File: config.mk
export PLATFORM = sky130hd
export DESIGN_NAME = kdp_queue
export DESIGN_NICKNAME = d
export VERILOG_FILES = /design/src/hw/rtl/kdp_pkg.sv /design/src/hw/rtl/kdp_queue.sv
export SDC_FILE = /design/constraint.sdc
export NUM_CORES = 1
export LEC_CHECK = 0
export BUFFER_PORTS_ARGS = -buffer_cell sky130_fd_sc_hd__buf_2
export CAP_MARGIN = 20
export CORE_MARGIN = 2
export CORE_UTILIZATION = 44
export DETAILED_ROUTE_END_ITERATION = 8
export PLACE_DENSITY = 0.8
export SLEW_MARGIN = 20
export SYNTH_ARGS = -nofsm -noshare
export SYNTH_HDL_FRONTEND = slang
export SYNTH_SLANG_ARGS = --single-unit
File: constraint.sdc
create_clock -name clk -period 1.5 [get_ports clk]
set_input_delay 0.225 -clock clk [delete_from_list [all_inputs] [get_ports clk]]
set_output_delay 0.225 -clock clk [all_outputs]
set_load 0.005 [all_outputs]
File: src/hw/rtl/kdp_pkg.sv
// shared types and constants of the key double-press classifier
// no dependencies; imported by every other file of the block
package kdp_pkg;

    localparam int KEY_COUNT   = 256;
    localparam int ADDR_W      = (KEY_COUNT > 1) ? $clog2(KEY_COUNT) : 1;
    localparam int KEY_W       = 8;
    localparam int TIME_W      = 32;
    localparam int WIN_W       = 16;
    localparam int CODE_W      = 3;
    localparam int CNT_W       = 2;
    localparam int QUEUE_DEPTH = 2;
    localparam int QPTR_W      = (QUEUE_DEPTH > 1) ? $clog2(QUEUE_DEPTH) : 1;
    localparam int QCNT_W      = $clog2(QUEUE_DEPTH + 1);

    localparam logic [WIN_W-1:0] WINDOW_RESET = 16'd500;

    typedef logic [KEY_W-1:0]  key_t;
    typedef logic [ADDR_W-1:0] addr_t;
    typedef logic [TIME_W-1:0] stamp_t;
    typedef logic [WIN_W-1:0]  window_t;

    typedef enum logic [CODE_W-1:0] {
        EV_NONE         = 3'd0,
        EV_DOWN         = 3'd1,
        EV_UP           = 3'd2,
        EV_PRESS        = 3'd3,
        EV_DOUBLE_DOWN  = 3'd4,
        EV_DOUBLE_UP    = 3'd5,
        EV_DOUBLE_PRESS = 3'd6
    } code_t;

    localparam logic [CNT_W-1:0] CNT_ZERO = 2'd0;
    localparam logic [CNT_W-1:0] CNT_ONE  = 2'd1;
    localparam logic [CNT_W-1:0] CNT_TWO  = 2'd2;

    // per-key tracking state
    typedef struct packed {
        logic             last_level;
        logic             double_mode;
        logic [CNT_W-1:0] click_count;
        stamp_t           click_start_ms;
    } key_state_t;

    // one classified result item
    typedef struct packed {
        key_t  key;
        code_t code;
    } ev_t;

endpackage

File: src/hw/rtl/kdp_queue.sv
// short item queue between the classifier front end and the output stage
// depends on kdp_pkg
module kdp_queue (
    input  logic         clk,
    input  logic         rst_n,
    input  logic         push_valid,
    input  kdp_pkg::ev_t push_item,
    output logic         push_ready,
    output logic         pop_valid,
    output kdp_pkg::ev_t pop_item,
    input  logic         pop_ready
);
    import kdp_pkg::*;

    ev_t               slot_reg [QUEUE_DEPTH];
    logic [QPTR_W-1:0] wr_ptr_reg;
    logic [QPTR_W-1:0] wr_ptr_next;
    logic [QPTR_W-1:0] rd_ptr_reg;
    logic [QPTR_W-1:0] rd_ptr_next;
    logic [QCNT_W-1:0] count_reg;
    logic [QCNT_W-1:0] count_next;
    logic              do_push;
    logic              do_pop;

    assign push_ready = count_reg != QCNT_W'(QUEUE_DEPTH);
    assign pop_valid  = count_reg != '0;
    assign pop_item   = slot_reg[rd_ptr_reg];
    assign do_push    = push_valid && push_ready;
    assign do_pop     = pop_valid && pop_ready;

    always_comb
    begin
        wr_ptr_next = wr_ptr_reg;
        rd_ptr_next = rd_ptr_reg;
        count_next  = count_reg;
        if (do_push)
        begin
            wr_ptr_next = (wr_ptr_reg == QPTR_W'(QUEUE_DEPTH - 1)) ? '0 : wr_ptr_reg + 1'b1;
        end
        if (do_pop)
        begin
            rd_ptr_next = (rd_ptr_reg == QPTR_W'(QUEUE_DEPTH - 1)) ? '0 : rd_ptr_reg + 1'b1;
        end
        if (do_push && !do_pop)
        begin
            count_next = count_reg + 1'b1;
        end
        else if (do_pop && !do_push)
        begin
            count_next = count_reg - 1'b1;
        end
    end

    always_ff @(posedge clk or negedge rst_n)
    begin
        if (!rst_n)
        begin
            wr_ptr_reg <= '0;
            rd_ptr_reg <= '0;
            count_reg  <= '0;
        end
        else
        begin
            wr_ptr_reg <= wr_ptr_next;
            rd_ptr_reg <= rd_ptr_next;
            count_reg  <= count_next;
        end
    end

    always_ff @(posedge clk)
    begin
        if (do_push)
        begin
            slot_reg[wr_ptr_reg] <= push_item;
        end
    end

endmodule

Yosys cells after proc, flatten, opt, wreduce, memory -nomap -nowiden
Memory sizes are Yosys's and may differ from the RTL's.
Cells that the tools add are included.
- $add $sub $neg: 4
- equal/unequal tests: 1
- muxes and demuxes: 6
- reduce and logical (&&, ||, !) cells: 8
- operator list (kind ; number):
    $logic_and 1x1->1 ; 4
    $mux 1 ; 4
    $mux 2 ; 2
    $reduce_bool 2->1 ; 2
    $add 1x1->1 const B ; 2
    $add 2x1->2 const B ; 1
    $logic_not 1->1 ; 2
    $ne 2x2->1 const B ; 1
    $sub 2x1->2 const B ; 1
- register bits after elaboration: 4
- RAM bits: 22
- input bits: 15
- output and inout port bits: 13
- logic and storage cells: 23
- memories kept: 1
- memory list (name ; words ; bits a word ; read ports ; clocked after Yosys merged registers in ; wr ports ; RTL line ; RTL):
    slot_reg ; 2 ; 11 ; 1 ; 0 ; 1 ; kdp_queue.sv:15 ; ev_t slot_reg [QUEUE_DEPTH];

Depth between registers and ports, before layout
Gate-level depths: netlist of run 1.
- word-level depth: 6
- depth in mapped cells: 7
- gate-level depth less buffers: 7

Least setup slack after synthesis of run 1
Ideal clock, no wire load.
- kind: reg-to-reg
- start point: reg count_reg[0]
- end point: mem slot_reg[0][0] (netlist name), enable pin
- library setup time: 0.378 ns
- arrival time: 1.125 ns
- required time: 1.122 ns
- path slack: -0.003 ns
- cell stages (with the launch flop): 4
- buffers on the path: 0
- period minus slack after synthesis: 1.503 ns
- cells stage by stage: dfrtp_1 -> nand2b_4 -> nand2_1 -> nor2_1
- longest elaborated chain between the ends: 4
- ends and longest elaborated chain (element ; RTL line ; RTL):
    start: declaration ; kdp_queue.sv:20 ; logic [QCNT_W-1:0] count_reg;
    start signal: assignment ; kdp_queue.sv:66 ; count_reg <= count_next;
    $ne 2x2->1 ; kdp_queue.sv:25 ; assign push_ready = count_reg != QCNT_W'(QUEUE_DEPTH);
    net push_ready ; kdp_queue.sv:8 ; output logic push_ready,
    $logic_and 1x1->1 ; kdp_queue.sv:28 ; assign do_push = push_valid && push_ready;
    $mux 1 ; kdp_queue.sv:72 ; if (do_push)
    $mux 1 (not written as such) ; kdp_queue.sv:74 ; slot_reg[wr_ptr_reg] <= push_item;
    end: declaration ; kdp_queue.sv:15 ;
The timed path passes the listed nets, and every way through them passes these cells.

==> metrics, run 1 <==
status=finished, violations left; violated checks=negative setup slack; # rows=17; kind of cell adding the most delay to the critical path=flip-flops; wl on met1=about 660 um; CP Max Fanout=11; register area=about 760 um2; die width=slightly above 50 um; share of cells above drive strength 1=between 50% and 60%; most common cell in the netlist=edfxtp_1; H-tree Lvls=1; vias per inst=4.58; CTS clock-pin slew for the worst setup and hold paths=0.13 ns; #FFs+latches synth=26; Unique masters post-synth=14; design area=1280 um2; routed vias=540; top post-synthesis cells by count=edfxtp_1, mux2_2, dfrtp_1; max_cap viols=0; Num CTS Buffers=3; Starting DRT DRC Count=0; Final GP Congestion=0.591; Hold Path Class=input port to flip-flop; crit path buf inv count=2; Setup CP Type=flip-flop to output port; Die Y=51.8 um; Max Fclk=642 MHz; Post-synth ARST share=~15%; power density cells=1780 nW/um2; ranking of synthesized cells by area=edfxtp_1, mux2_2, dfrtp_1, xnor2_1, xor2_1; Worst Max-Slew Pin Slew=0.191 ns; area occupied by multi-input gates=241 um2; first-pass GRT wire length=2420 um; Post-Synth Adder-Cell Area=1.25%; DIE AREA=around 2700 um2; dpl hpwl=1120 um; wire per inst=12.8 um; Leak Pwr=approximately 0.53 nW; Post-Synth Simple-Gate Area=5.11%; FF-to-FF setup slack=0.09 ns; min cycle time layout=1.56 ns; grt ovf=0; Synth Flop Type=edfxtp_1; compound-cell area share of the yosys netlist=0%; Yosys top cell area share=roughly two thirds; max reg flops=22; clk_lat worst skew=0.31 ns; CP endpoint kind=output port; period utilisation layout=104%; antenna violations before repair=0; Peak VDD IR=0.976 mV; Mapped Nets=68; RSZ-0062 raised after global routing=true; crit-path max cell delay=0.42 ns; final setup violation count=11; CP required=1.27 ns; pre-CTS setup slack=0.0796 ns; total power draw=2.29 mW; Final ANT Viol Nets=0; total negative slack=-0.539 ns; Port Buffers=27; number of global-route vias before repair=558; Mapped Cells=52; largest net degree at the start of global routing=15; WL met2=741 um; final setup margin=-0.0588 ns; CTS Buffer Depth=2; Seq/Total Area, Yosys=around 76%; Top Layer Used=met4; Total Wirelength=1510 um; largest family of logic cells by synthesized area=multiplexers; mux share of post-synthesis cell area=~12%; io pins=28; number of synthesized flops with an enable pin=22; Pre-Repair DR Iteration Count=1; final hold vios=0; CTS root buffer=clkbuf_4; synthesis warning total=0; crit-path cells=buf_12 > mux2_2 > buf_2; Met3 Wirelength=76 um; post-synthesis cell area=1000 um2; CTS sink count=26; CP arrival=1.33 ns; CTS tree=yes; worst rel slew slack=87.3%; final max-slew violation count=0; fillcell total=177; Worst Skew=0.00917 ns; average cell area after synthesis=19.3 um2; leading area contributor after synthesis=edfxtp_1; slowest stage cell, crit path=dfrtp_1; Worst setup SP type=flip-flop; Layout Nets=between 100 and 150; Starting Density=45.8%; core box area=2190 um2; ant diodes=0; Tot GR Track Use=13.2%; DP Area=1220 um2; post-synthesis xor/xnor area fraction=between 4 and 5%; DRC violations left=0; Layout area overhead=27.9%
[final cells by class]
class | count | share of cell area (%)
flip-flops and latches | 26 | 59.3
well taps | 28 | 2.73
repair buffers | 35 | 16.9
clock buffers | 3 | 1.75
multi-input cells | 24 | 18.8
inverters | 1 | 0.292
clock inverters | 1 | 0.292
[placed cells by master (no fill, tap or decap), types with 2 or more instances in the layout]
cell      count
clkbuf_4      3
dfrtp_1       4
buf_4         6
mux2_2        9
xor2_1        2
mux2_4        2
buf_2        26
edfxtp_1     22
xnor2_1       3
[cell families after synthesis]
logic type                 count (synthesis)
xor gates and xnor gates                   5
adders and majority gates                  1
buffers and inverters                      2
DFF                                       26
muxes                                     11
and+or+nand+nor                            7
[timing repair]
item                                   CTS  global route
endpoints found under the hold margin    4             0
hold buffers                             1             0
resized for setup                        0             3
setup endpoints to repair               11            12
setup buffers                            1             1
pin swaps                                0             0
[routing by layer]
metal,track usage [%],up-vias
met5,0,-
met4,7.89,0
met3,2.59,3
met2,21.2,21
met1,16.5,248
li1,-,268
[where the power goes]
part           switching [mW]  leakage [nW]  internal, mW  total, mW
registers              0.0981         0.251          1.00       1.10
logic                   0.356         0.263         0.545      0.901
clock network           0.189        0.0154        0.0973      0.287
[path summary, 6_finish.rpt]
| check | start | to | depth (start not counted) |
|---|---|---|---|
| max reg2reg | count_reg[1]$_DFFE_PN0P_ | count_reg[1]$_DFFE_PN0P_ | 6 |
| max in group asynchronous | rst_n | rd_ptr_reg$_DFFE_PN0P_ | 2 |
| max | rd_ptr_reg$_DFFE_PN0P_ | pop_item[5] | 3 |
| min in group asynchronous | rst_n | wr_ptr_reg$_DFFE_PN0P_ | 2 |
| min | push_item[3] | slot_reg[1][3]$_DFFE_PP_ | 1 |
| min reg2reg | count_reg[0]$_DFFE_PN0P_ | count_reg[0]$_DFFE_PN0P_ | 1 |
[per-stage QoR]
step                      hold slack [ns]  instances  utilization, %
final                              0.0861        118            58.6
after global routing               0.0626        118            58.6
after CTS                          0.0782        117            57.6
after detailed placement           0.0439        111            55.6
after global placement             0.0348        111            55.6
after floorplan                   -0.0706         52               -
No activity file was read; power rests on OpenSTA's default activity.
==> run 2: changes to the inputs <==
--- a/config.mk
+++ b/config.mk
@@ -8,8 +8,10 @@
 export BUFFER_PORTS_ARGS = -buffer_cell sky130_fd_sc_hd__buf_2
 export CAP_MARGIN = 20
+export CELL_PAD_IN_SITES_DETAIL_PLACEMENT = 1
+export CELL_PAD_IN_SITES_GLOBAL_PLACEMENT = 2
 export CORE_MARGIN = 2
-export CORE_UTILIZATION = 44
+export CORE_UTILIZATION = 32
 export DETAILED_ROUTE_END_ITERATION = 8
-export PLACE_DENSITY = 0.8
+export PLACE_DENSITY = 0.81
 export SLEW_MARGIN = 20
 export SYNTH_ARGS = -nofsm -noshare
==> constraint.sdc (replaced) <==
create_clock -name clk -period 1.5 [get_ports clk]
set_input_delay 0.225 -clock clk [delete_from_list [all_inputs] [get_ports clk]]
set_output_delay 0.225 -clock clk [all_outputs]
set_load 0.05 [all_outputs]
==> metrics, run 2 (synthesis results as in run 1) <==
status=finished, violations left; violated checks=negative setup slack; CTS clock-pin slew for the worst setup and hold paths=0.15 ns; met2 usage in global routing=19.6%; CTS Buffer Depth=2; DRC violations left=0; max_cap viols=0; vias per inst=4.16; Layout area overhead=42.1%; io pins=28; Worst Max-Slew Pin Slew=0.248 ns; Sequential Power Share=32.5%; worst rel slew slack=83.6%; grt ovf=0; routed vias=around 560; sw frac=about two fifths; final setup margin=-0.120 ns; antenna violations before repair=0; CP arrival=1.39 ns; wire per inst=13.2 um; Max Fclk=between 600 and 700 MHz; Logic pwr share=52.9%; largest net degree at the start of global routing=16; number of global-route vias before repair=610; Most Crowded Layer GR=met2; CP Max Fanout=11; Starting Density=33.1%; Leak Pwr=approximately 0.57 nW; sw power=approximately 1.3 mW; Worst setup SP type=flip-flop; fin util=47.1%; Total Wirelength=~1800 um; DIE AREA=3600 um2; commonest non-fill, non-tap cell in the layout=edfxtp_1; Final ANT Viol Nets=0; final max-slew violation count=0; Final GP Congestion=0.613; min cycle time layout=1.62 ns; Setup CP Type=flip-flop to output port; final hold vios=0; Tot GR Track Use=11.0%; core box area=around 3000 um2; period utilisation layout=108%; WHS=0.0742 ns; Pre-Repair DR Iteration Count=4; RSZ-0062 raised after global routing=true; clk_lat worst skew=0.33 ns; power density cells=approximately 2300 nW/um2; Layout Nets=108; CTS sink count=26; share of cells above drive strength 1=61.5%; met1 global-route usage=11.9%; Clk pwr share=14.7%; Peak VDD IR=0.941 mV; H-tree Lvls=1; CTS tree=yes; max reg flops=22; GR Layer Usage met3=3.25%; CP endpoint kind=output port; CP required=1.27 ns; # rows=20; final setup violation count=11; Power Internal=2.04 mW; Starting DRT DRC Count=2; Num CTS Buffers=3; ant diodes=0; pre-CTS setup slack=between 0.07 and 0.08 ns; dpl hpwl=1250 um; die width=60 um; Die Y=60 um; Port Buffers=27; CTS root buffer=clkbuf_4; commonest cells after routing, fill and taps aside=edfxtp_1, buf_2, buf_6, mux2_2, buf_4; Worst Skew=0.0101 ns; first-pass GRT wire length=about 2800 um; Hold Path Class=input port to flip-flop
-- run 2: routing by layer --
metal	share of wire [%]	wire length, um
met1	40	716
met2	52	932
met3	6.4	114
met4	0.90	16
met5	0	0
-- run 2: path summary, 6_finish.rpt --
kind / from / to / slack [ns] / depth (start not counted)
setup reg to reg: count_reg[1]$_DFFE_PN0P_ / count_reg[1]$_DFFE_PN0P_ / 0.11 / 8
hold / removal: push_item[3] / slot_reg[1][3]$_DFFE_PP_ / 0.07 / 1
min in group asynchronous: rst_n / wr_ptr_reg$_DFFE_PN0P_ / 0.20 / 2
max in group asynchronous: rst_n / rd_ptr_reg$_DFFE_PN0P_ / 1.17 / 2
setup / recovery: rd_ptr_reg$_DFFE_PN0P_ / pop_item[7] / -0.12 / 3
hold reg to reg: wr_ptr_reg$_DFFE_PN0P_ / wr_ptr_reg$_DFFE_PN0P_ / 0.52 / 1
-- run 2: layout make-up --
cell class	instances	area (um2)
fillers	302	1600
well taps	44	55.1
flip-flops and latches	26	761
multi-input cells	24	249
inverters	1	3.75
clock inverters	1	30.0
repair buffers	36	305
clock buffers	3	22.5
-- run 2: through the flow --
step / area (um2) / power [mW] / cells / TNS (ns)
after floorplan: 1010 / 2.17 / 52 / 0
after global placement: 1240 / 2.51 / 126 / 0
after detailed placement: 1240 / 2.55 / 126 / 0
after CTS: 1400 / 3.29 / 134 / -1.51
after global routing: 1430 / 3.47 / 135 / -1.90
final: 1430 / 3.32 / 135 / -1.26
-- run 2: what timing repair did --
| item | CTS | global route |
|---|---|---|
| setup buffers | 3 | 1 |
| resized for setup | 22 | 6 |
| pin swaps | 0 | 4 |
| endpoints found under the setup margin | 12 | 14 |
| cloned | 0 | 0 |
| endpoints found under the hold margin | 4 | 0 |
| hold buffers | 1 | 0 |
-- run 2: critical path: stages, from the launching register on --
cell and delay [ns]:
dfrtp_1 0.42, buf_12 0.15, mux2_2 0.35, buf_6 0.15
-- run 2: power groups by stage --
| stage | Clock (mW) | Sequential, mW | Combinational, mW |
|---|---|---|---|
| 2_1_floorplan | 0 | 1.09 | 1.08 |
| 3_3_place_gp | 0 | 1.11 | 1.41 |
| 3_5_place_dp | 0 | 1.12 | 1.43 |
| 4_1_cts | 0.494 | 1.08 | 1.72 |
| 5_1_grt | 0.523 | 1.09 | 1.86 |
| 6_report | 0.488 | 1.08 | 1.76 |
==> run 3: changes to the inputs <==
- CORE_MARGIN: 2 -> not set
==> metrics, run 3 (synthesis results as in run 1) <==
status=finished, violations left; violated checks=design-rule violations, negative setup slack; commonest cells after routing, fill and taps aside=edfxtp_1, buf_2, mux2_4, buf_8, buf_4; Power Internal=around 2.2 mW; Tot GR Track Use=roughly an eighth; Final ANT Viol Nets=0; max_cap viols=0; RSZ-0062 raised after global routing=true; Starting DRT DRC Count=13; sw frac=37.8%; CTS clock-pin slew for the worst setup and hold paths=between 0.1 and 0.15 ns; pre-CTS setup slack=0.0810 ns; Setup CP Type=flip-flop to output port; vias per inst=4.80; final setup margin=-0.0987 ns; wire per inst=15.5 um; # rows=19; grt ovf=0; share of cells above drive strength 1=approximately 60%; CP required=1.27 ns; Worst Max-Slew Pin Slew=around 0.25 ns; Num CTS Buffers=3; CP arrival=1.37 ns; antenna violations before repair=0; commonest non-fill, non-tap cell in the layout=edfxtp_1; CP Max Fanout=6; Starting Density=35.2%; period utilisation layout=107%; largest net degree at the start of global routing=16; design area=1480 um2; Final GP Congestion=0.615; min cycle time layout=1.60 ns; Hold Path Class=input port to flip-flop; Total Wirelength=~1900 um; clk_lat worst skew=0.33 ns; CTS sink count=26; ant diodes=0; total power draw=3.54 mW; Leak Pwr=0.630 nW; Worst setup SP type=flip-flop; Port Buffers=27; Worst Skew=slightly above 0.005 ns; worst rel slew slack=a little over four fifths; H-tree Lvls=1; FF-to-FF setup slack=0.08 ns; Layout area overhead=47.5%; sw power=1.34 mW; DIE AREA=3360 um2; max reg flops=22; dpl hpwl=roughly 1200 um; Clk pwr share=13.6%; CTS Buffer Depth=2; Logic pwr share=55.4%; final hold vios=0; final max-slew violation count=0; total negative slack=-1.02 ns; Die Y=slightly below 60 um; io pins=28; number of global-route vias before repair=about 630; CTS root buffer=clkbuf_4; core box area=2850 um2; Peak VDD IR=1.14 mV; fillcell total=273; final setup violation count=11; DRC violations left=1; first-pass GRT wire length=~2800 um; CP endpoint kind=output port; Max Fclk=626 MHz; Pre-Repair DR Iteration Count=6; Layout Nets=109; die width=58 um; CTS tree=yes; DP Area=1220 um2; Sequential Power Share=31.0%; routed vias=591; power density cells=roughly 2400 nW/um2
-- run 3: cell type report --
class	count	area (um2)	area share, %
flip-flops and latches	26	761	51.4
repair buffers	37	349	23.6
multi-input cells	24	275	18.6
well taps	31	38.8	2.62
clock inverters	1	30.0	2.03
clock buffers	3	22.5	1.52
inverters	1	3.75	0.254
-- run 3: worst max-delay path, stage by stage (launching register included) --
cell     delay (ns)
dfrtp_1        0.43
buf_6          0.15
mux2_4         0.31
buf_8          0.15
-- run 3: worst paths after layout --
kind	start	to	cells after the start
hold reg to reg	wr_ptr_reg$_DFFE_PN0P_	wr_ptr_reg$_DFFE_PN0P_	1
max in group asynchronous	rst_n	wr_ptr_reg$_DFFE_PN0P_	2
setup / recovery	rd_ptr_reg$_DFFE_PN0P_	pop_item[4]	3
hold / removal	push_item[7]	slot_reg[1][7]$_DFFE_PP_	1
setup reg to reg	count_reg[1]$_DFFE_PN0P_	count_reg[1]$_DFFE_PN0P_	6
min in group asynchronous	rst_n	count_reg[1]$_DFFE_PN0P_	2
-- run 3: metrics by stage --
stage	instances	hold WS (ns)	util, %
floorplan	52	-0.0706	-
global placement	114	0.0380	42.9
detailed placement	114	0.0423	42.9
CTS	122	0.0637	48.9
global route	123	0.0476	51.9
finish	123	0.0737	51.9
-- run 3: power by group through the flow --
stage          Clock, mW  Combinational (mW)  Sequential, mW
6_report           0.483                1.96            1.10
5_1_grt            0.523                2.05            1.11
4_1_cts            0.497                1.73            1.09
3_5_place_dp           0                1.42            1.11
3_3_place_gp           0                1.40            1.09
2_1_floorplan          0                1.08            1.09
-- run 3: what timing repair did --
action | 4_1_cts | 5_1_grt
hold buffers | 1 | 0
endpoints found under the setup margin | 12 | 12
buffers inserted | 3 | 1
resized for setup | 27 | 21
endpoints found under the hold margin | 4 | 0
-- run 3: layer usage --
layer,up-vias,track usage [%],part of all wire [%]
met2,17,22.7,58
li1,273,-,-
met5,-,0,0
met1,297,11.4,36
met4,0,4.08,1.2
met3,4,4.91,5.0
