===== src/hw/rtl/kdp_pkg.sv =====
// shared types and constants of the key double-press classifier
// no dependencies; imported by every other file of the block
package kdp_pkg;

    localparam int KEY_COUNT   = 256;
    localparam int ADDR_W      = (KEY_COUNT > 1) ? $clog2(KEY_COUNT) : 1;
    localparam int KEY_W       = 8;
    localparam int TIME_W      = 32;
    localparam int WIN_W       = 16;
    localparam int CODE_W      = 3;
    localparam int CNT_W       = 2;
    localparam int QUEUE_DEPTH = 2;
    localparam int QPTR_W      = (QUEUE_DEPTH > 1) ? $clog2(QUEUE_DEPTH) : 1;
    localparam int QCNT_W      = $clog2(QUEUE_DEPTH + 1);

    localparam logic [WIN_W-1:0] WINDOW_RESET = 16'd500;

    typedef logic [KEY_W-1:0]  key_t;
    typedef logic [ADDR_W-1:0] addr_t;
    typedef logic [TIME_W-1:0] stamp_t;
    typedef logic [WIN_W-1:0]  window_t;

    typedef enum logic [CODE_W-1:0] {
        EV_NONE         = 3'd0,
        EV_DOWN         = 3'd1,
        EV_UP           = 3'd2,
        EV_PRESS        = 3'd3,
        EV_DOUBLE_DOWN  = 3'd4,
        EV_DOUBLE_UP    = 3'd5,
        EV_DOUBLE_PRESS = 3'd6
    } code_t;

    localparam logic [CNT_W-1:0] CNT_ZERO = 2'd0;
    localparam logic [CNT_W-1:0] CNT_ONE  = 2'd1;
    localparam logic [CNT_W-1:0] CNT_TWO  = 2'd2;

    // per-key tracking state
    typedef struct packed {
        logic             last_level;
        logic             double_mode;
        logic [CNT_W-1:0] click_count;
        stamp_t           click_start_ms;
    } key_state_t;

    // one classified result item
    typedef struct packed {
        key_t  key;
        code_t code;
    } ev_t;

endpackage


===== src/hw/rtl/kdp_if.sv =====


interface kdp_event_if;
    import kdp_pkg::*;

    logic              valid;
    logic              ready;
    key_t              event_key;
    logic [CODE_W-1:0] event_code;

    modport source (output valid, output event_key, output event_code, input ready);
    modport sink   (input valid, input event_key, input event_code, output ready);
endinterface


===== src/hw/rtl/kdp_back.sv =====
// output stage: registers queued items onto the event channel
// depends on kdp_pkg and kdp_event_if
module kdp_back (
    input  logic         clk,
    input  logic         rst_n,
    input  logic         pop_valid,
    input  kdp_pkg::ev_t pop_item,
    output logic         pop_ready,
    kdp_event_if.source  events
);
    import kdp_pkg::*;

    logic out_valid_reg;
    logic out_valid_next;
    ev_t  out_item_reg;
    logic load;

    // refill whenever the held item is empty or leaves this cycle
    assign pop_ready = !out_valid_reg || events.ready;
    assign load      = pop_valid && pop_ready;

    always_comb
    begin
        out_valid_next = out_valid_reg;
        if (load)
        begin
            out_valid_next = 1'b1;
        end
        else if (events.ready)
        begin
            out_valid_next = 1'b0;
        end
    end

    always_ff @(posedge clk or negedge rst_n)
    begin
        if (!rst_n)
        begin
            out_valid_reg <= 1'b0;
        end
        else
        begin
            out_valid_reg <= out_valid_next;
        end
    end

    always_ff @(posedge clk)
    begin
        if (load)
        begin
            out_item_reg <= pop_item;
        end
    end

    assign events.valid      = out_valid_reg;
    assign events.event_key  = out_item_reg.key;
    assign events.event_code = out_item_reg.code;

endmodule


===== src/flat_wrapper.sv =====
// flat-port wrapper written by rule: the top's interface ports become plain ports
module kdp_back_flat import kdp_pkg::*;
  (clk, rst_n, pop_valid, pop_item, pop_ready, events_valid, events_event_key, events_event_code, events_ready);
  kdp_event_if events_i ();
  input  logic clk;
  input  logic rst_n;
  input  logic pop_valid;
  input  kdp_pkg::ev_t pop_item;
  output logic pop_ready;
  output wire logic [$bits(events_i.valid)-1:0] events_valid;
  output wire logic [$bits(events_i.event_key)-1:0] events_event_key;
  output wire logic [$bits(events_i.event_code)-1:0] events_event_code;
  input wire logic [$bits(events_i.ready)-1:0] events_ready;
  assign events_valid = events_i.valid;
  assign events_event_key = events_i.event_key;
  assign events_event_code = events_i.event_code;
  assign events_i.ready = events_ready;
  kdp_back u_core (.clk(clk), .rst_n(rst_n), .pop_valid(pop_valid), .pop_item(pop_item), .pop_ready(pop_ready), .events(events_i));
endmodule

===== config.mk =====
export PLATFORM = sky130hd
export DESIGN_NAME = kdp_back_flat
export DESIGN_NICKNAME = d
export VERILOG_FILES = /design/src/hw/rtl/kdp_pkg.sv /design/src/hw/rtl/kdp_if.sv /design/src/hw/rtl/kdp_back.sv /design/src/flat_wrapper.sv
export SDC_FILE = /design/constraint.sdc
export NUM_CORES = 1
export LEC_CHECK = 0
export BUFFER_PORTS_ARGS = -buffer_cell sky130_fd_sc_hd__clkbuf_2
export CELL_PAD_IN_SITES_DETAIL_PLACEMENT = 1
export CELL_PAD_IN_SITES_GLOBAL_PLACEMENT = 2
export CORE_UTILIZATION = 25
export DETAILED_ROUTE_END_ITERATION = 8
export PLACE_DENSITY_LB_ADDON = 0.3
export SLEW_MARGIN = 10
export SYNTH_ARGS = -nofsm -noshare
export SYNTH_HDL_FRONTEND = slang
export SYNTH_SLANG_ARGS = --single-unit

===== constraint.sdc =====
create_clock -name clk -period 2.2 [get_ports clk]
set_input_delay 0.33 -clock clk [delete_from_list [all_inputs] [get_ports clk]]
set_output_delay 0.33 -clock clk [all_outputs]
set_load 0.005 [all_outputs]

# Word level (Yosys, flattened, before mapping)
# Cells that the tools add are included.
# Widths: inputs -> output; s select.
# word_totals
regBits	12
latchBits	0
ram_bits	0
romBits	0
output_inout_bits	13
word_cells	9
memories	0
# classes
n_addsub	0
mul	0
n_div	0
n_lt_le_gt_ge	0
n_eq_ne	0
shift	0
muxes	2
bitwise	0
reduce_logical	4
# ops
cell	count
$mux 1	2
$reduce_bool 2->1	1
$logic_and 1x1->1	1
$logic_not 1->1	1
$logic_or 1x1->1	1

# Depth between registers and ports, before layout
# Gate-level depths: netlist of run 1.
# depth
depth_word	4
depth_mapped	2
depth_no_buf	2

# Least setup slack after synthesis of run 1
# OpenSTA, ideal clock, no wires.
# synth_path
path_type	register to register
startpoint	register u_core.out_valid_reg, in the netlist u_core.events.valid
endpoint	register u_core.out_item_reg (netlist bit u_core.events.event_code[0]), enable pin
arrival_time_ns	0.686
required_ns	1.896
path_slack_ns	1.210
stages_incl_launch_ff	3
n_path_buf	0
period_less_slack_ns	0.990
cell_sequence	dfrtp_1 > nand2b_4 > and2_4
# synth_between
elab_chain_len	3
# synth_lines
element	line_no	source
start, declared	kdp_back.sv:13	logic out_valid_reg;
start signal, assigned	kdp_back.sv:43	out_valid_reg <= out_valid_next;
$logic_not 1->1	kdp_back.sv:19	assign pop_ready = !out_valid_reg || events.ready;
$logic_or 1x1->1	kdp_back.sv:19	
named net pop_ready	flat_wrapper.sv:9	output logic pop_ready;
$logic_and 1x1->1	kdp_back.sv:20	assign load = pop_valid && pop_ready;
named net u_core.load	kdp_back.sv:16	logic load;
end signal, assigned	kdp_back.sv:51	out_item_reg <= pop_item;
end, declared	kdp_back.sv:15	ev_t out_item_reg;
# The timed path passes the listed nets, and every way through them passes these cells.
# A chain may end at the register's enable or synchronous reset.

# Worst setup path after layout of run 1
# layout_path
startpoint	register u_core.out_valid_reg, in the netlist u_core.events.valid
endpoint	output pop_ready
# layout_between
elab_chain_len	2
# layout_lines
element	line_no
$logic_not 1->1	kdp_back.sv:19
$logic_or 1x1->1	kdp_back.sv:19
end, declared	flat_wrapper.sv:9
# No other way between the ends.

==> run_results.csv, run 1 <==
group,metric,value,unit
synthesis,yosysSeqAreaShare,92.5,%
floorplanning,core-area,1370,um2
detailed_routing,post_drt_via_cell_ratio,4.19,
synthesis,syn_inst,15,
floorplanning,die_w,41.2,um
synthesis,muxShareOfSynthArea,0,%
worst_setup_path,cp_slowest_stage_delay,0.41,ns
global_route,grt-ovfl-total,0,
pwr,sw_frac_of_total,19.8,%
pwr,vdd_ir_drop_max,0.000252,V
cells_and_area,n_antenna_cell,0,
clock_tree,clk_pin_slew,0.08,ns
timing,slew_violations,0,
clock_tree,cts.sinks,12,
synthesis,synth_nets,30,
timing,fin_setup_tns,0,ns
detailed_routing,drtIter0Drc,1,
detailed_routing,final_antenna_net_count,0,
global_route,grt_pass1_wl,979,um
timing,max_freq,846,MHz
outcome,status,"finished clean",
detailed_routing,routed_wl,760,um
min_path,hp-class,"input pin to flip-flop",
floorplanning,dieArea,1700,um2
cells_and_area,drive_gt1_share,68.1,%
place,portBuffers,27,
detailed_routing,drtPass1Iterations,2,
timing,rsz0062_at_grt,"no",
synthesis,synth_compound_area_share,0,%
floorplanning,fp-row-count,13,
synthesis,synth_area,384,um2
synthesis,synth_seq_cells,12,
timing,fin_skew,0.00617,ns
synthesis,synth_xor_area_share,0,%
pwr,p_leak,0.000263,uW
clock_tree,cts_tree,"done",
place,dpl_cell_area,538,um2
detailed_routing,vias,260,
clock_tree,clkLatencyLatePin,0.26,ns
worst_setup_path,crit_chain,"nand2b_4 -> clkbuf_2",
pwr,power_frac_comb,8.6,%
worst_setup_path,path_max_fanout,3,
clock_tree,cts_buffers,3,
synthesis,ys_warn_count,0,
timing,period_minus_slack,1.18,ns
timing,finalHoldViolations,0,
clock_tree,clockBufferDepth,2,
worst_setup_path,critical_path_required,1.87,ns
detailed_routing,drc,0,
pwr,p_total,443,uW
floorplanning,ios,28,
place,place_congestion,0.608,
global_route,grt_pass1_vias,244,
global_route,track_usage,9.20,%
pwr,internal_power,356,uW
worst_setup_path,path_class,"flip-flop to primary output",
flow_run,cap_viol_max_count,0,
pwr,clockPowerShare,31.0,%
cells_and_area,area_delta_synth_final,49.5,%
timing,fin_crit_sh,53.7,%
synthesis,synth_top_family_by_area,"simple AND/OR/NAND/NOR gates",
synthesis,avgSynthCellArea,25.6,um2
global_route,grt_antenna_before_repair,0,
cells_and_area,fin_area,574,um2
timing,final-setup-viol-count,0,
worst_setup_path,endpoint_kind,"primary output",
floorplanning,die_y,41.2,um
pwr,power_switching,87.7,uW
clock_tree,root_buffer,"clkbuf_4",
pwr,power.density,772,nW/um2
worst_setup_path,worstPathArrival,0.85,ns
synthesis,ys_types,5,
clock_tree,htree_levels,1,
timing,slew_headroom,89.6,%
cells_and_area,final_nets,63,
synthesis,yosys.area_share.simple,7.49,%
synthesis,synth-adder-area-share,0,%
worst_setup_path,slowest_stage,"dfrtp_1",
global_route,grt_max_degree,12,
timing,worst_pin_slew,0.156,ns
pwr,p_seq_share,60.5,%
worst_setup_path,crit_path_start_kind,"flip-flop",
detailed_routing,wl_per_cell,12.3,um
floorplanning,start_util,28.1,%
-- cells in the final DEF (no fill, tap or decap) --
cell and n:
clkbuf_2 27, edfxtp_1 11, clkbuf_4 3, nand2b_4 1, and2_4 1, nand2b_1 1, clkbuf_1 1, dlygate4sd3_1 1
dfrtp_1 1
-- synthesized netlist by cell type --
cell type,count,area share [%]
nand2b_1,1,1.6
edfxtp_1,11,86
dfrtp_1,1,6.5
and2_4,1,2.3
nand2b_4,1,3.6
-- critical path, delay by kind of cell, from the launching register on --
family / cells / cell delay, ns
buffers and inverters: 1 / 0.11
AND/OR/NAND/NOR: 1 / 0.08
flip-flops: 1 / 0.41
-- worst paths after layout --
| check | depth (start not counted) | start | to | slack (ns) |
|---|---|---|---|---|
| worst max-delay path | 2 | u_core.events.valid | pop_ready | 1.02 |
| worst min register to register | 2 | u_core.events.valid | u_core.events.valid | 0.56 |
| min in group asynchronous | 2 | rst_n | u_core.events.valid | 0.38 |
| max in group asynchronous | 2 | rst_n | u_core.events.valid | 1.73 |
| worst min-delay path | 1 | pop_item[4] | u_core.events.event_key[1] | 0.24 |
| worst max register to register | 2 | u_core.events.valid | u_core.events.event_key[5] | 1.18 |
-- per-stage QoR --
step	hold WS [ns]	util (%)	setup slack, ns	instances
finish	0.240	42.0	1.02	62
global route	0.227	42.0	0.979	62
detailed placement	0.109	39.4	1.11	57
global placement	0.106	39.4	1.15	57
floorplan	0.0344	-	1.21	15
CTS	0.232	42.0	1.01	62
-- registers in the layout, summed over array words and instances, names as in the netlist --
signal	cells
u_core.events.event_key	8
u_core.events.event_code	3
u_core.events.valid	1
-- kinds of logic (layout without fill, tap and decap cells) --
kind of cell	count (synthesis)	after routing
simple gates	3	3
buf+inv	0	32
flops	12	12
-- final cells by class --
class	instances	area, um2
clock buffers	4	26.3
fillers	155	792
multi-input cells	3	28.8
flip-flops and latches	12	355
well taps	15	18.8
repair buffers	28	145
-- power groups by stage --
| stage | registers, uW | clock network (uW) | logic (uW) |
|---|---|---|---|
| 2_1_floorplan | 275 | 0 | 8.83 |
| 3_3_place_gp | 273 | 0 | 35.9 |
| 3_5_place_dp | 274 | 0 | 37.8 |
| 4_1_cts | 268 | 142 | 39.4 |
| 5_1_grt | 270 | 150 | 42.9 |
| 6_report | 268 | 137 | 38.1 |
-- timing repair --
item | in CTS | in global routing
hold endpoints to repair | 1 | 0
hold buffers | 1 | 0
resized for setup | 0 | 0
buffers inserted | 0 | 0
setup endpoints to repair | 0 | 0
-- routing by layer --
layer  track usage [%]  vias up  wire [um]
li1                  -      121          -
met1              10.2      121        261
met2              16.4       18        419
met3              3.26        0         79
met4              2.42        0          0
met5                 0        -          0
(Power assumes the default switching activity.)
==> inputs of run 2 (changes only) <==
--- a/config.mk
+++ b/config.mk
@@ -8,7 +8,7 @@
 export BUFFER_PORTS_ARGS = -buffer_cell sky130_fd_sc_hd__clkbuf_2
 export CELL_PAD_IN_SITES_DETAIL_PLACEMENT = 1
 export CELL_PAD_IN_SITES_GLOBAL_PLACEMENT = 2
-export CORE_UTILIZATION = 25
+export CORE_UTILIZATION = 23
 export DETAILED_ROUTE_END_ITERATION = 8
 export PLACE_DENSITY_LB_ADDON = 0.3
 export SLEW_MARGIN = 10
==> constraint.sdc (replaced) <==
create_clock -name clk -period 1.15 [get_ports clk]
set_input_delay 0.1725 -clock clk [delete_from_list [all_inputs] [get_ports clk]]
set_output_delay 0.1725 -clock clk [all_outputs]
set_load 0.005 [all_outputs]
==> run_results.csv, run 2 (synthesis gave the netlist of run 1 again) <==
group,metric,value,unit
global_route,track_usage,9.08,%
cells_and_area,final_cell_mix,"clkbuf_2, edfxtp_1, clkbuf_4",
cells_and_area,largest_register_ffs,8,
place,portBuffers,27,
outcome,status,"finished clean",
clock_tree,clkLatencyLatePin,0.27,ns
timing,period_minus_slack,1.04,ns
global_route,grt_pass1_vias,273,
timing,final-setup-viol-count,0,
floorplanning,die_y,42.9,um
timing,fin_setup_tns,0,ns
cells_and_area,drive_gt1_share,68.1,%
global_route,grt_antenna_before_repair,0,
detailed_routing,wl_met2,333,um
min_path,hp-class,"input pin to flip-flop",
cells_and_area,final_common_cell,"clkbuf_2",
flow_run,cap_viol_max_count,0,
clock_tree,cts_tree,"done",
cells_and_area,seq_area,355,um2
global_route,grt-ovfl-total,0,
worst_setup_path,critPathLaunch,"u_core.events.valid",
timing,fin_crit_sh,90.3,%
timing,slew_violations,0,
cells_and_area,n_antenna_cell,0,
detailed_routing,dr_wl_met3,76,um
timing,slew_headroom,89.5,%
clock_tree,clk_pin_slew,0.07,ns
clock_tree,cts_buffers,3,
cells_and_area,num-fill-cells,171,
clock_tree,clockBufferDepth,2,
detailed_routing,routed_wl,711,um
pwr,power.density,1470,nW/um2
detailed_routing,highest_layer,"met3",
clock_tree,post_cts_resized,0,
timing,worst_pin_slew,0.158,ns
timing,rsz0062_at_grt,"no",
detailed_routing,drtPass1Iterations,1,
floorplanning,ios,28,
detailed_routing,vias,256,
pwr,vdd_ir_drop_max,0.000713,V
floorplanning,fp-row-count,14,
cells_and_area,final_nets,63,
min_path,hp-start,"pop_item[1]",
detailed_routing,drc,0,
worst_setup_path,path_class,"flip-flop to primary output",
floorplanning,dieArea,1840,um2
detailed_routing,final_antenna_net_count,0,
cells_and_area,fin_area,576,um2
clock_tree,root_buffer,"clkbuf_4",
detailed_routing,drtIter0Drc,0,
floorplanning,die_w,42.9,um
worst_setup_path,timing.rr.start,"u_core.events.valid",
floorplanning,core-area,1540,um2
floorplanning,start_util,24.9,%
detailed_routing,met1_length,301,um
pwr,p_total,843,uW
worst_setup_path,path_max_fanout,3,
cells_and_area,area_delta_synth_final,49.8,%
worst_setup_path,crit_path_start_kind,"flip-flop",
timing,fin_skew,0.00287,ns
place,dpl_cell_area,539,um2
global_route,grt_max_degree,12,
worst_setup_path,critical_path_required,0.98,ns
detailed_routing,wl_per_cell,11.3,um
place,place_congestion,0.678,
worst_setup_path,endpoint_kind,"primary output",
detailed_routing,post_drt_via_cell_ratio,4.06,
clock_tree,cts.sinks,12,
clock_tree,htree_levels,1,
timing,finalHoldViolations,0,
cells_and_area,multi_input_area,28.8,um2
global_route,grt_pass1_wl,1150,um
worst_setup_path,worstPathArrival,0.87,ns
timing,max_freq,963,MHz
pwr,p_leak,0.000263,uW
timing,fin_hold_ws,0.0773,ns
==> run 2: cell type report <==
type                       instances  share of cell area (%)
multi-input combinational          3                    5.00
clock buffer                       3                    3.91
tap                               16                    3.48
sequential                        12                    61.7
clock inverter                     1                   0.652
timing repair buffer              28                    25.2
==> run 2: timing repair <==
item	in CTS	in global routing
buffers inserted	0	0
hold endpoints to repair	1	0
setup endpoints to repair	0	0
hold buffers	1	0
==> run 2: report_power, final <==
part           leakage, uW  internal, uW  total (uW)  switching [uW]
Sequential        0.000116           505         512            7.53
Clock            0.0000154           125         259             133
Combinational     0.000132          41.8        72.3            30.4
Total             0.000263           672         843             171
==> run 2: metrics by stage <==
step	setup slack, ns	instances	util (%)
finish	0.111	63	37.3
global placement	0.164	58	35.0
floorplan	0.160	15	-
global route	0.0636	63	37.3
detailed placement	0.123	58	35.0
CTS	0.0921	63	37.3
==> run 2: per-layer routing <==
metal | global-route usage [%] | vias up
met5 | 0 | -
met4 | 5.63 | 0
met3 | 4.26 | 0
met2 | 13.9 | 21
met1 | 10.1 | 113
li1 | - | 122
==> run 2: critical path: stages (launching register included) <==
cell,delay [ns]
dfrtp_1,0.41
nand2b_4,0.08
clkbuf_2,0.11
==> run 2: path summary, 6_finish.rpt <==
path / to / slack, ns / cells after the start
min reg2reg: u_core.events.valid / 0.55 / 2
max reg2reg: u_core.events.event_key[4] / 0.12 / 2
max: pop_ready / 0.11 / 2
max in group asynchronous: u_core.events.valid / 0.86 / 2
min in group asynchronous: u_core.events.valid / 0.21 / 2
min: u_core.events.event_code[1] / 0.08 / 1
==> inputs of run 3 (changes only) <==
--- a/config.mk
+++ b/config.mk
@@ -10,7 +10,7 @@
 export CELL_PAD_IN_SITES_GLOBAL_PLACEMENT = 2
 export CORE_UTILIZATION = 23
 export DETAILED_ROUTE_END_ITERATION = 8
-export PLACE_DENSITY_LB_ADDON = 0.3
+export PLACE_DENSITY_LB_ADDON = 0.1
 export SLEW_MARGIN = 10
 export SYNTH_ARGS = -nofsm -noshare
 export SYNTH_HDL_FRONTEND = slang
==> run_results.csv, run 3 (synthesis gave the netlist of run 1 again) <==
group,metric,value,unit
timing,fin_hold_ws,0.0830,ns
clock_tree,htree_levels,1,
clock_tree,cts-hold-fix-buffers,1,
outcome,status,"finished clean",
place,place_congestion,0.601,
cells_and_area,largest_register_ffs,8,
floorplanning,start_util,24.9,%
worst_setup_path,path_class,"flip-flop to primary output",
detailed_routing,drtPass1Iterations,2,
clock_tree,clkLatencyLatePin,0.26,ns
worst_setup_path,worstPathArrival,0.85,ns
detailed_routing,drtIter0Drc,1,
timing,final-setup-viol-count,0,
clock_tree,cts_buffers,3,
worst_setup_path,critPathTopFamily,"flip-flops",
cells_and_area,final_common_cell,"clkbuf_2",
clock_tree,post_cts_resized,0,
floorplanning,ios,28,
worst_setup_path,path_max_fanout,3,
clock_tree,clk_pin_slew,0.07,ns
global_route,track_usage,8.85,%
floorplanning,dieArea,1840,um2
detailed_routing,final_antenna_net_count,0,
timing,max_freq,974,MHz
pwr,p_leak,0.000263,uW
flow_run,cap_viol_max_count,0,
floorplanning,die_w,42.9,um
global_route,grt-ovfl-total,0,
worst_setup_path,crit_chain,"nand2b_4 -> clkbuf_2",
floorplanning,fp-row-count,14,
worst_setup_path,cp_slowest_stage_delay,0.40,ns
detailed_routing,vias,260,
timing,rsz0062_at_grt,"no",
cells_and_area,num-fill-cells,173,
cells_and_area,final_nets,63,
floorplanning,die_y,42.9,um
timing,fin_crit_sh,89.3,%
global_route,grt_pass1_vias,271,
timing,worst_pin_slew,0.151,ns
clock_tree,root_buffer,"clkbuf_4",
detailed_routing,post_drt_via_cell_ratio,4.13,
detailed_routing,wl_per_cell,10.7,um
clock_tree,clockBufferDepth,2,
detailed_routing,drc,0,
worst_setup_path,endpoint_kind,"primary output",
cells_and_area,final_cell_mix,"clkbuf_2, edfxtp_1, clkbuf_4",
min_path,hp-class,"input pin to flip-flop",
pwr,vdd_ir_drop_max,0.000561,V
timing,fin_setup_tns,0,ns
timing,finalHoldViolations,0,
place,portBuffers,27,
clock_tree,cts_tree,"done",
cells_and_area,multi_input_area,28.8,um2
clock_tree,cts.sinks,12,
worst_setup_path,critPathBufInv,1,
cells_and_area,drive_gt1_share,68.1,%
worst_setup_path,worst-r2r-setup-slack,0.13,ns
worst_setup_path,critical_path_required,0.98,ns
timing,slew_violations,0,
global_route,grt_antenna_before_repair,0,
cells_and_area,seq_area,355,um2
floorplanning,core-area,1540,um2
cells_and_area,final_util,37.3,%
timing,fin_skew,0.00539,ns
pwr,power.density,1450,nW/um2
detailed_routing,routed_wl,675,um
worst_setup_path,crit_path_start_kind,"flip-flop",
cells_and_area,area_delta_synth_final,49.8,%
global_route,grt_max_degree,12,
timing,period_minus_slack,1.03,ns
cells_and_area,n_antenna_cell,0,
worst_setup_path,slowest_stage,"dfrtp_1",
global_route,grt_pass1_wl,1040,um
timing,slew_headroom,89.9,%
clock_tree,cts_setup_buffers,0,
-- run 3: changes by cell type in the layout (fill, tap and decap cells not counted), sizes merged --
cell,before,now
clkinv,1,0
clkbuf,30,31
-- run 3: worst reg2reg max path: stages, from the launching register on --
cell and delay, ns:
dfrtp_1 0.40, nand2b_4 0.09, and2_4 0.23
-- run 3: layout make-up --
type                    count  area share (%)
multi-input cells           3            5.00
well taps                  16            3.48
repair buffers             28            25.2
clock buffers               4            4.57
flip-flops and latches     12            61.7
-- run 3: through the flow --
| stage | setup slack [ns] | std cells | instance area, um2 | total power, uW |
|---|---|---|---|---|
| after global routing | 0.0718 | 63 | 576 | 890 |
| final | 0.124 | 63 | 576 | 836 |
| after global placement | 0.151 | 58 | 539 | 590 |
| after CTS | 0.102 | 63 | 576 | 859 |
| after detailed placement | 0.128 | 58 | 539 | 595 |
| after floorplan | 0.160 | 15 | 384 | 543 |
-- run 3: power breakdown --
group	total, uW	internal (uW)	switching [uW]
Combinational	72.2	41.9	30.3
Sequential	513	505	7.63
Clock	251	134	117
Total	836	681	155
-- run 3: routing by layer --
metal  vias up  track usage, %  part of all wire (%)
met5         -               0                     0
met4         0            3.75                     0
met3         0            7.66                    13
met2        20            16.1                    59
met1       121            6.04                    28
li1        119               -                     -
-- run 3: worst paths after layout --
check                      cells past startpoint                 from                         end
max                                            2  u_core.events.valid                   pop_ready
min                                            1          pop_item[9]  u_core.events.event_key[6]
max reg2reg                                    2  u_core.events.valid  u_core.events.event_key[1]
min reg2reg                                    2  u_core.events.valid         u_core.events.valid
max in group asynchronous                      2                rst_n         u_core.events.valid
min in group asynchronous                      2                rst_n         u_core.events.valid
